## config.mk

```make
export PLATFORM = sky130hd
export DESIGN_NAME = pes_ram
export DESIGN_NICKNAME = d
export VERILOG_FILES = /design/src/hdl/pes_ram.sv
export SDC_FILE = /design/constraint.sdc
export NUM_CORES = 1
export LEC_CHECK = 0
export BUFFER_PORTS_ARGS = -buffer_cell sky130_fd_sc_hd__buf_2
export CAP_MARGIN = 10
export CORE_MARGIN = 3
export CORE_UTILIZATION = 26
export CTS_BUF_LIST = sky130_fd_sc_hd__clkbuf_4 sky130_fd_sc_hd__clkbuf_8
export DETAILED_ROUTE_END_ITERATION = 10
export PLACE_DENSITY = 0.46
export SYNTH_ARGS = -nofsm -noshare
export SYNTH_HDL_FRONTEND = slang
export SYNTH_SLANG_ARGS = --single-unit
```

## constraint.sdc

```tcl
create_clock -name clk_i -period 1.79 [get_ports clk_i]
set_clock_uncertainty 0.05 [all_clocks]
set_input_delay 0.358 -clock clk_i [delete_from_list [all_inputs] [get_ports clk_i]]
set_output_delay 0.358 -clock clk_i [all_outputs]
set_load 0.01 [all_outputs]
```

## src/hdl/pes_ram.sv

```systemverilog
// Generic simple dual-port RAM: one write port, one read port.
// The read data is registered. No dependencies.
`default_nettype none

// Depth must be at least two so that the address width below is never zero; the module does not enforce it.
module pes_ram #(
  parameter int unsigned Width = 8,
  parameter int unsigned Depth = 16
) (
  input  wire logic                       clk_i,
  input  wire logic                       we_i,
  input  wire logic [$clog2(Depth)-1:0]   waddr_i,
  input  wire logic [Width-1:0]           wdata_i,
  input  wire logic [$clog2(Depth)-1:0]   raddr_i,
  output logic      [Width-1:0]           rdata_o
);

  logic [Width-1:0] mem_q [Depth];

  always_ff @(posedge clk_i) begin
    if (we_i) begin
      mem_q[waddr_i] <= wdata_i;
    end
    rdata_o <= mem_q[raddr_i];
  end

endmodule

`default_nettype wire

```

## Word level (Yosys, flattened, before mapping)

Memory sizes are Yosys's and may differ from the RTL's. A register that Yosys moved wholly into a read port is not among the register bits.
Cells that the tools add are included.

| word-level totals | value |
|---|---|
| register bits after elaboration | 0 |
| latch bits | 0 |
| bits in writable memories | 128 |
| bits in read-only memories | 0 |
| input port bits | 18 |
| output and inout bits | 8 |
| word-level logic and storage cells | 3 |
| memories | 1 |

| operators by class | value |
|---|---|
| add/sub/neg operators | 0 |
| multipliers | 0 |
| divide/modulo/power cells | 0 |
| order comparisons | 0 |
| equality and inequality tests | 0 |
| shifts and indexed selects | 0 |
| mux-type cells | 2 |
| bitwise logic cells | 0 |
| reductions and logical operators | 0 |

Memories:

| memory | depth | width | rd ports | clocked after memory_dff | write ports | RTL line | text |
|---|---|---|---|---|---|---|---|
| mem_q | 16 | 8 | 1 | 1 | 1 | 18 | `logic [Width-1:0] mem_q [Depth];` |

Operator list:

| kind | number |
|---|---|
| 1-bit 2-to-1 mux | 2 |

## Logic depth before layout (Yosys ltp)

Gate-level depths: netlist of run 1.

| depth | value |
|---|---|
| depth in word-level cells | 2 |
| gate-level depth with buffers | 5 |
| gate-level depth less buffers | 3 |

## Worst setup path before layout of run 1

No wires, ideal clock.

| path | value |
|---|---|
| kind | input to register |
| start point | input waddr_i[2] |
| end point | memory mem_q[0][0], enable pin |
| setup time | 0.383 ns |
| arrival | 1.468 ns |
| required time | 1.357 ns |
| path slack | -0.111 ns |
| cell stages on the path | 2 |
| cell sequence | or3b_2 > nor3_1 |

RTL lines:

| item | RTL line | text |
|---|---|---|
| from (decl) | 12 | `input wire logic [$clog2(Depth)-1:0] waddr_i,` |
| to (decl) | 18 |  |

No word-level cell before the write port.

## Final worst setup path of run 1

| path | value |
|---|---|
| start point | register rdata_o[6], read port of mem_q |
| end point | output rdata_o[6] |

RTL lines:

| item | RTL line | text |
|---|---|---|
| from (decl) | 15 | `output logic [Width-1:0] rdata_o` |

No word-level cell between the ends.

==> flow_summary.json, run 1 <==
{
  "outcome": "finished, final reports clean",
  "port_buffers": 25,
  "cp_cell_sequence": "buf_2",
  "drive_above_1_share_pct": 32.7,
  "synth_xor_area_share_pct": 0,
  "synth.cells.most_frequent": "edfxtp_1, mux4_2, a22oi_1",
  "synth_top_cell_area_share_pct": 74.7,
  "grt_use_total_pct": 10.7,
  "synth_mux_area_share_pct": 15.0,
  "tightest_slew_ns": 0.813,
  "drt_first_iter_violations": 205,
  "setup_viol": 0,
  "clk-insertion-delay-late_ns": 0.44,
  "grt_pass1_wl_mm": 16.5,
  "hpwlAfterDp_mm": 7.00,
  "layout.nets": 305,
  "die_h_um": 147,
  "met2_length_mm": 4.97,
  "launching_element_type_of_the_critical_path": "register",
  "synth_top_family_by_area": "multiplexers",
  "synthArstFlopShare_pct": 0,
  "worst_ep_required_time_ns": 1.38,
  "cts-root-to-sink-buffers": 2,
  "seqCellArea_mm2": 0.00400,
  "detailroute.via_count": 2408,
  "antenna_cells": 0,
  "h_tree_levels": 4,
  "cts_post_setup_buffers_inserted": 0,
  "worst_path_dominant_cell_family": "flip-flops",
  "final.min_clock_period_ns": 1.39,
  "layout_area_growth_over_synthesis_pct": 18.0,
  "remaining_design_rule_violation_count": 0,
  "timing.setup.critical_path_class": "reg -> out",
  "cts.sink_count": 136,
  "synth_flop_cell": "edfxtp_1",
  "adder_cell_fraction_of_synth_area_pct": 0,
  "timing.slew.headroom_pct": 45.6,
  "final.fill_count": 1838,
  "avgViaCountPerCell": 4.30,
  "max_freq_ghz": 0.719,
  "core-area_mm2": 0.0191,
  "detail_route_met3_wl_um": 736,
  "holdBufCountCts": 0,
  "hold_class": "in -> reg",
  "drt-met1-wl_mm": 5.00,
  "pin_count": 26,
  "first_global_vias": 2613,
  "synth_compound_area_share_pct": 2.33,
  "synth.net_count": 247,
  "initial_utilization_pct": 27.0,
  "synth_cells": 229,
  "critical_path.n_buffers_inverters": 1,
  "vdd.ir_drop.worst_v": 0.000342,
  "yosysWarningCount": 0,
  "post_syn_area_per_cell_um2": 22.5,
  "grt_start_max_net_pins": 21,
  "route.detailed.wl_per_inst_um": 19.4,
  "synth.yosys.seq_area_share_pct": 77.8,
  "overflow_left_after_global_routing": 0,
  "unrepaired_setup_endpoints_after_global_routing": "no",
  "ant_nets": 0,
  "max-cap-violations": 0,
  "post_synth_main_area_contributors": "edfxtp_1, mux4_2, mux4_1",
  "timing.final.crit_share_pct": 77.7,
  "die_w_um": 147,
  "finalInstanceArea_mm2": 0.00607,
  "cpMaxStageDelayCell": "dfxtp_1",
  "drv_slew": 0,
  "critPathMaxFanout": 1,
  "reg_clk_slew_reported_paths_ns": 0.08,
  "syn_area_mm2": 0.00515,
  "synth_largest_area_cell": "edfxtp_1",
  "drtPass1Iterations": 4,
  "cts_buffers": 17,
  "placed_standard_cell_area_mm2": 0.00572,
  "hold_slack_ns": 0.255,
  "row_count": 50,
  "highest_layer": "met5",
  "cp.arrival_ns": 0.98,
  "die_area_mm2": 0.0215,
  "finalHoldViolations": 0,
  "cts.repair.resized": 0,
  "synth_enable_flop_cells": 128,
  "area_used_by_multi_input_combinational_logic_mm2": 0.00106,
  "tritoncts": "yes",
  "synth_simple_gate_area_share_pct": 3.18,
  "synth-seq-cells": 136,
  "most_common_cell_in_the_synthesized_netlist": "edfxtp_1",
  "power_density_mw_per_mm2": 1020,
  "synth.lib_cells_used.distinct": 19,
  "leakage_nw": 2.01,
  "gp_congestion": 0.692,
  "clock_tree.root_cell": "clkbuf_8",
  "drt-total-wl_mm": 10.9,
  "initial_antenna_violation_count": 2,
  "timing.critical_path.to_type": "primary output",
  "cpPeakStageDelay_ns": 0.39
}
## layout by cell type (no fill, tap or decap)
| cell | netlist | routed |
|---|---|---|
| buf_2 | 3 | 25 |
| clkinv_4 | 0 | 1 |
| clkinv_2 | 0 | 3 |
| nand2_1 | 9 | 9 |
| clkbuf_8 | 0 | 17 |
| clkbuf_4 | 0 | 5 |
| and2b_1 | 1 | 1 |
| buf_4 | 1 | 22 |
| or3b_2 | 1 | 1 |
| nand2b_1 | 2 | 2 |
| nand3_1 | 1 | 1 |
| mux4_2 | 18 | 18 |
| edfxtp_1 | 128 | 128 |
| nor2_1 | 13 | 13 |
| nand3b_1 | 2 | 2 |
| nor3_1 | 4 | 3 |
| dfxtp_1 | 8 | 8 |
| and2_1 | 1 | 1 |
| buf_12 | 0 | 2 |
| clkinv_1 | 0 | 3 |
| clkinvlp_4 | 0 | 2 |
| mux4_1 | 14 | 14 |
| nor3_2 | 0 | 1 |
| nor2b_1 | 1 | 1 |
| bufinv_16 | 0 | 1 |
| a22oi_1 | 16 | 16 |
## power breakdown
part           switching (W)  leakage, nW  internal, W
sequential         0.0000250         1.22      0.00356
combinational       0.000195        0.605     0.000150
clock                0.00109        0.180      0.00115
total                0.00131         2.01      0.00486
## layer usage
metal	global-route usage (%)	up-vias
met4	3.81	4
met2	15.5	72
met5	0	-
met3	4.29	14
met1	14.8	1234
li1	-	1084
## kinds of logic after synthesis
| family | after synthesis |
|---|---|
| DFF | 136 |
| AOI/OAI and AO/OA | 16 |
| muxes | 32 |
| buffers and inverters | 10 |
| and+or+nand+nor | 35 |
## sequential cells by signal (all words and copies together), names as in the netlist
| signal | flops |
|---|---|
| mem_q | 128 |
| rdata_o | 8 |
## stage by stage
step | setup TNS, ns | cells | power [W] | setup slack, ns | util (%)
global route | 0 | 560 | 0.00644 | 0.277 | 31.8
global placement | -0.231 | 528 | 0.00400 | -0.0760 | 30.0
finish | 0 | 560 | 0.00617 | 0.399 | 31.8
floorplan | 0 | 229 | 0.00383 | 0.116 | -
CTS | 0 | 560 | 0.00626 | 0.347 | 31.8
detailed placement | -0.279 | 528 | 0.00401 | -0.0711 | 30.0
## final cells by class
class	count	area share, %
clock inverter	10	1.32
clock buffer	22	4.47
multi-input combinational	83	17.5
tap	260	5.36
sequential	136	65.9
timing repair buffer	49	5.44
## path summary, 6_finish.rpt
path | slack [ns] | endpoint | start | cells past startpoint
max | 0.40 | rdata_o[6] | rdata_o[6] | 1
min | 0.26 | mem_q[8][5] | wdata_i[5] | 1
max reg2reg | 0.40 | rdata_o[0] | mem_q[11][0] | 3
min reg2reg | 0.62 | rdata_o[2] | mem_q[7][2] | 3
Note: power is estimated with default switching activity, not from simulation.
==> inputs of run 2 (changes only) <==
==> constraint.sdc (replaced) <==
create_clock -name clk_i -period 1.1 [get_ports clk_i]
set_clock_uncertainty 0.05 [all_clocks]
set_input_delay 0.22 -clock clk_i [delete_from_list [all_inputs] [get_ports clk_i]]
set_output_delay 0.22 -clock clk_i [all_outputs]
set_load 0.01 [all_outputs]
==> flow_summary.json, run 2 (same netlist as run 1, synthesis figures left out) <==
{
  "outcome": "finished, violations left",
  "violations": "negative setup slack",
  "endpoint_of_the_worst_slack_reg_to_reg_timing_path": "rdata_o[6]",
  "r2r_setup_slack_ns": -0.22,
  "grt_use_total_pct": 10.7,
  "tightest_slew_ns": 0.965,
  "drive_above_1_share_pct": 49.5,
  "antenna_cells": 0,
  "cts-root-to-sink-buffers": 2,
  "endpoint": "rdata_o[6]",
  "pwr-share-clk_pct": 42.4,
  "final_cell_count_no_fill": 565,
  "die_h_um": 147,
  "timing.slew.headroom_pct": 35.5,
  "max-cap-violations": 0,
  "pin_count": 26,
  "grt_pass1_wl_mm": 16.3,
  "critPathMaxFanout": 1,
  "reg2regPathDepth": 3,
  "timing.final.crit_share_pct": 120,
  "setup_viol": 16,
  "detailroute.via_count": 2440,
  "final.fill_count": 1789,
  "holdBufCountCts": 0,
  "unrepaired_setup_endpoints_after_global_routing": "yes",
  "layout.nets": 310,
  "clock_tree.root_cell": "clkbuf_8",
  "largest_reg_flops": 128,
  "overflow_left_after_global_routing": 0,
  "worstSetupStartpoint": "mem_q[3][6]",
  "route.detailed.wl_per_inst_um": 19.4,
  "final.min_clock_period_ns": 1.32,
  "drt_first_iter_violations": 147,
  "launching_element_type_of_the_critical_path": "register",
  "core-area_mm2": 0.0191,
  "clk-insertion-delay-late_ns": 0.44,
  "worst_ep_required_time_ns": 1.37,
  "reg_clk_slew_reported_paths_ns": 0.08,
  "drv_slew": 0,
  "tritoncts": "yes",
  "timing.critical_path.to_type": "register",
  "p_total_w": 0.0114,
  "crit-reg2reg-launch": "mem_q[3][6]",
  "switching_share_pct": 20.0,
  "first_global_vias": 2656,
  "hpwlAfterDp_mm": 7.00,
  "h_tree_levels": 4,
  "grt_start_max_net_pins": 22,
  "final_cell_mix": "edfxtp_1, mux4_2, buf_12",
  "die_area_mm2": 0.0215,
  "mostFrequentLayoutCell": "edfxtp_1",
  "drtPass1Iterations": 5,
  "p_int_w": 0.00910,
  "timing.setup.critical_path_class": "reg -> reg",
  "numPlacedInstances": 534,
  "layout_area_growth_over_synthesis_pct": 28.6,
  "initial_utilization_pct": 27.0,
  "cts_buffers": 17,
  "share_comb_of_total_power_pct": 6.3,
  "gp_congestion": 0.702,
  "drt-total-wl_mm": 10.9,
  "die_w_um": 147,
  "vdd.ir_drop.worst_v": 0.000841,
  "dp_worst_setup_slack_ns": -0.676,
  "fin_setup_tns_ns": -1.85,
  "cts.sink_count": 136,
  "ant_nets": 0,
  "hold_class": "in -> reg",
  "remaining_design_rule_violation_count": 0,
  "netSwitchingPower_w": 0.00227,
  "power.share.sequential_pct": 51.3,
  "port_buffers": 25,
  "cp.arrival_ns": 1.59,
  "max_freq_ghz": 0.758,
  "avgViaCountPerCell": 4.32,
  "largest_register": "mem_q",
  "initial_antenna_violation_count": 0,
  "leakage_nw": 2.12,
  "worst_slack_ns": -0.220,
  "finalHoldViolations": 0,
  "row_count": 50,
  "top_regs": "mem_q (128), rdata_o (8)",
  "power_density_mw_per_mm2": 1720
}
==> run 2: changes by cell type in the layout (fill, tap and decap cells not counted), sizes merged <==
cell,previous run,this run
buf,49,54
bufinv,1,6
clkbuf,22,19
clkinv,7,5
==> run 2: power by group through the flow <==
stage          logic (W)  clock network (W)  registers, W
2_1_floorplan   0.000345                  0       0.00594
6_report        0.000718            0.00482       0.00584
3_5_place_dp    0.000685                  0       0.00594
4_1_cts         0.000722            0.00492       0.00583
3_3_place_gp    0.000675                  0       0.00594
5_1_grt         0.000778            0.00518       0.00585
==> run 2: how the worst min path moves through the flow <==
stage / to / depth (start not counted) / start / slack (ns)
after floorplan: mem_q[0][0] / 0 / wdata_i[0] / 0.27
after global placement: mem_q[3][1] / 1 / wdata_i[1] / 0.56
after detailed placement: rdata_o[3] / 1 / rdata_o[3] / 0.57
after CTS: mem_q[2][1] / 1 / wdata_i[1] / 0.09
after global routing: mem_q[2][1] / 1 / wdata_i[1] / 0.09
final: mem_q[9][1] / 1 / wdata_i[1] / 0.11
==> run 2: final cells by class <==
cell class / count / area (um2) / area share (%)
timing repair buffer: 54 / 637 / 9.62
sequential: 136 / 4010 / 60.6
clock inverter: 13 / 226 / 3.42
tap: 260 / 325 / 4.92
clock buffer: 19 / 249 / 3.76
multi-input combinational: 83 / 1170 / 17.6
==> run 2: through the flow <==
stage / hold WS [ns] / utilization [%] / cell area (um2)
after global routing: 0.0948 / 34.7 / 6620
after floorplan: 0.269 / - / 5250
after CTS: 0.0920 / 34.5 / 6590
after global placement: 0.557 / 31.7 / 6060
after detailed placement: 0.568 / 31.7 / 6060
final: 0.106 / 34.7 / 6620
==> run 2: critical path, cell delays in order (launching register included) <==
cell and delay, ns:
edfxtp_1 0.39, mux4_2 0.50, a22oi_2 0.18, nand2_1 0.09
==> run 2: timing repair <==
action | 4_1_cts | 5_1_grt
setup buffers | 0 | 0
pin swaps | 5 | 3
setup endpoints to repair | 16 | 22
gates resized for setup | 17 | 8
==> run 2: metal layers <==
layer	routed length [um]	GRT usage (%)	share of wire [%]	vias to the layer above
met1	5080	14.3	46	1285
met3	497	3.58	4.5	6
met4	108	3.76	0.99	0
met2	5260	16.4	48	67
li1	-	-	-	1082
met5	0	0	0	-
==> inputs of run 3 (changes only) <==
--- a/config.mk
+++ b/config.mk
@@ -12,6 +12,7 @@
 export CTS_BUF_LIST = sky130_fd_sc_hd__clkbuf_4 sky130_fd_sc_hd__clkbuf_8
 export DETAILED_ROUTE_END_ITERATION = 10
 export PLACE_DENSITY = 0.46
+export REMOVE_ABC_BUFFERS = 1
 export SYNTH_ARGS = -nofsm -noshare
 export SYNTH_HDL_FRONTEND = slang
 export SYNTH_SLANG_ARGS = --single-unit
==> flow_summary.json, run 3 (same netlist as run 1, synthesis figures left out) <==
{
  "tritoncts": "yes",
  "grt-busiest-layer": "met2",
  "gp_congestion": 0.685,
  "tightest_slew_ns": 0.799,
  "worst_ep_required_time_ns": 1.37,
  "power_density_mw_per_mm2": 1680,
  "vdd.ir_drop.worst_v": 0.000692,
  "cts.sink_count": 136,
  "first_global_vias": 2635,
  "detailroute.via_count": 2458,
  "grt_use_met2_pct": 15.3,
  "largest_reg_flops": 128,
  "drt-total-wl_mm": 10.7,
  "cp_cell_sequence": "mux4_2 > a22oi_2 > nand2_1",
  "max-cap-violations": 0,
  "worst_slack_ns": -0.203,
  "row_count": 50,
  "layout.nets": 314,
  "globalRouteMet1Util_pct": 14.9,
  "die_area_mm2": 0.0215,
  "antenna_cells": 0,
  "core-area_mm2": 0.0191,
  "grt_start_max_net_pins": 17,
  "violations": "negative setup slack",
  "hold_class": "in -> reg",
  "launching_element_type_of_the_critical_path": "register",
  "mostFrequentLayoutCell": "edfxtp_1",
  "drt_first_iter_violations": 148,
  "timing.critical_path.to_type": "register",
  "layout_area_growth_over_synthesis_pct": 21.4,
  "cp.arrival_ns": 1.57,
  "finish.utilization_pct": 32.8,
  "cts-root-to-sink-buffers": 2,
  "die_h_um": 147,
  "hpwlAfterDp_mm": 7.09,
  "top_regs": "mem_q (128), rdata_o (8)",
  "placed_standard_cell_area_mm2": 0.00581,
  "initial_antenna_violation_count": 0,
  "grt_use_total_pct": 10.7,
  "finalInstanceArea_mm2": 0.00625,
  "final.fill_count": 1810,
  "setup_viol": 16,
  "initial_utilization_pct": 27.0,
  "area_used_by_multi_input_combinational_logic_mm2": 0.00106,
  "final_cell_mix": "edfxtp_1, mux4_2, buf_4",
  "timing.setup.critical_path_class": "reg -> reg",
  "port_buffers": 25,
  "timing.slew.headroom_pct": 46.5,
  "final.min_clock_period_ns": 1.30,
  "cpMaxStageDelayCell": "mux4_2",
  "cpPeakStageDelay_ns": 0.49,
  "h_tree_levels": 4,
  "met3_usage_pct": 3.61,
  "ant_nets": 0,
  "p_total_w": 0.0105,
  "clk-insertion-delay-late_ns": 0.44,
  "dp_worst_setup_slack_ns": -0.626,
  "leakage_nw": 2.05,
  "hold_slack_ns": 0.119,
  "unrepaired_setup_endpoints_after_global_routing": "yes",
  "reg_clk_slew_reported_paths_ns": 0.07,
  "drtPass1Iterations": 4,
  "finalHoldViolations": 0,
  "seqCellArea_mm2": 0.00401,
  "pin_count": 26,
  "largest_register": "mem_q",
  "remaining_design_rule_violation_count": 0,
  "holdBufCountCts": 0,
  "outcome": "finished, violations left",
  "grt_pass1_wl_mm": 16.3,
  "die_w_um": 147,
  "avgViaCountPerCell": 4.32,
  "drive_above_1_share_pct": 43.4,
  "cts_buffers": 17,
  "timing.final.crit_share_pct": 118,
  "critPathMaxFanout": 1,
  "drv_slew": 0,
  "route.detailed.wl_per_inst_um": 18.8,
  "max_freq_ghz": 0.767,
  "clock_tree.root_cell": "clkbuf_8",
  "overflow_left_after_global_routing": 0
}
==> run 3: cell type report <==
| type | count | share of cell area, % |
|---|---|---|
| timing repair buffer | 58 | 7.33 |
| tap | 260 | 5.21 |
| sequential | 136 | 64.2 |
| clock buffer | 23 | 4.76 |
| multi-input combinational | 83 | 16.9 |
| clock inverter | 9 | 1.58 |
==> run 3: where the power goes <==
| part | switching (W) | internal (W) |
|---|---|---|
| Combinational | 0.000336 | 0.000312 |
| Clock | 0.00177 | 0.00225 |
| Sequential | 0.0000462 | 0.00579 |
==> run 3: critical path: cells and delay by family, from the launching register on <==
family / cells / cell delay [ns]
compound gates: 1 / 0.21
flops: 1 / 0.37
mux: 1 / 0.49
simple gates: 1 / 0.07
==> run 3: repair_timing <==
item	in CTS	in global routing
gates cloned	0	0
endpoints found under the setup margin	24	23
buffers inserted	0	0
resized for setup	27	6
pin swaps	8	2
==> run 3: per-layer routing <==
layer	vias up	share of wire (%)	routed length (um)
li1	1095	-	-
met1	1280	46	4860
met2	72	46	4930
met4	0	1.5	157
met5	-	0	0
met3	11	6.8	729
==> run 3: final timing paths <==
kind / from / end / slack, ns / cells past startpoint
max reg2reg: mem_q[3][2] / rdata_o[2] / -0.20 / 3
min: wdata_i[4] / mem_q[15][4] / 0.12 / 1
min reg2reg: mem_q[14][4] / rdata_o[4] / 0.62 / 3
max: mem_q[3][2] / rdata_o[2] / -0.20 / 3
==> run 3: per-stage QoR <==
| step | TNS [ns] | instances |
|---|---|---|
| after floorplan | -32.58 | 219 |
| after global placement | -40.90 | 537 |
| after detailed placement | -41.91 | 537 |
| after CTS | -2.41 | 569 |
| after global routing | -2.87 | 569 |
| final | -1.85 | 569 |
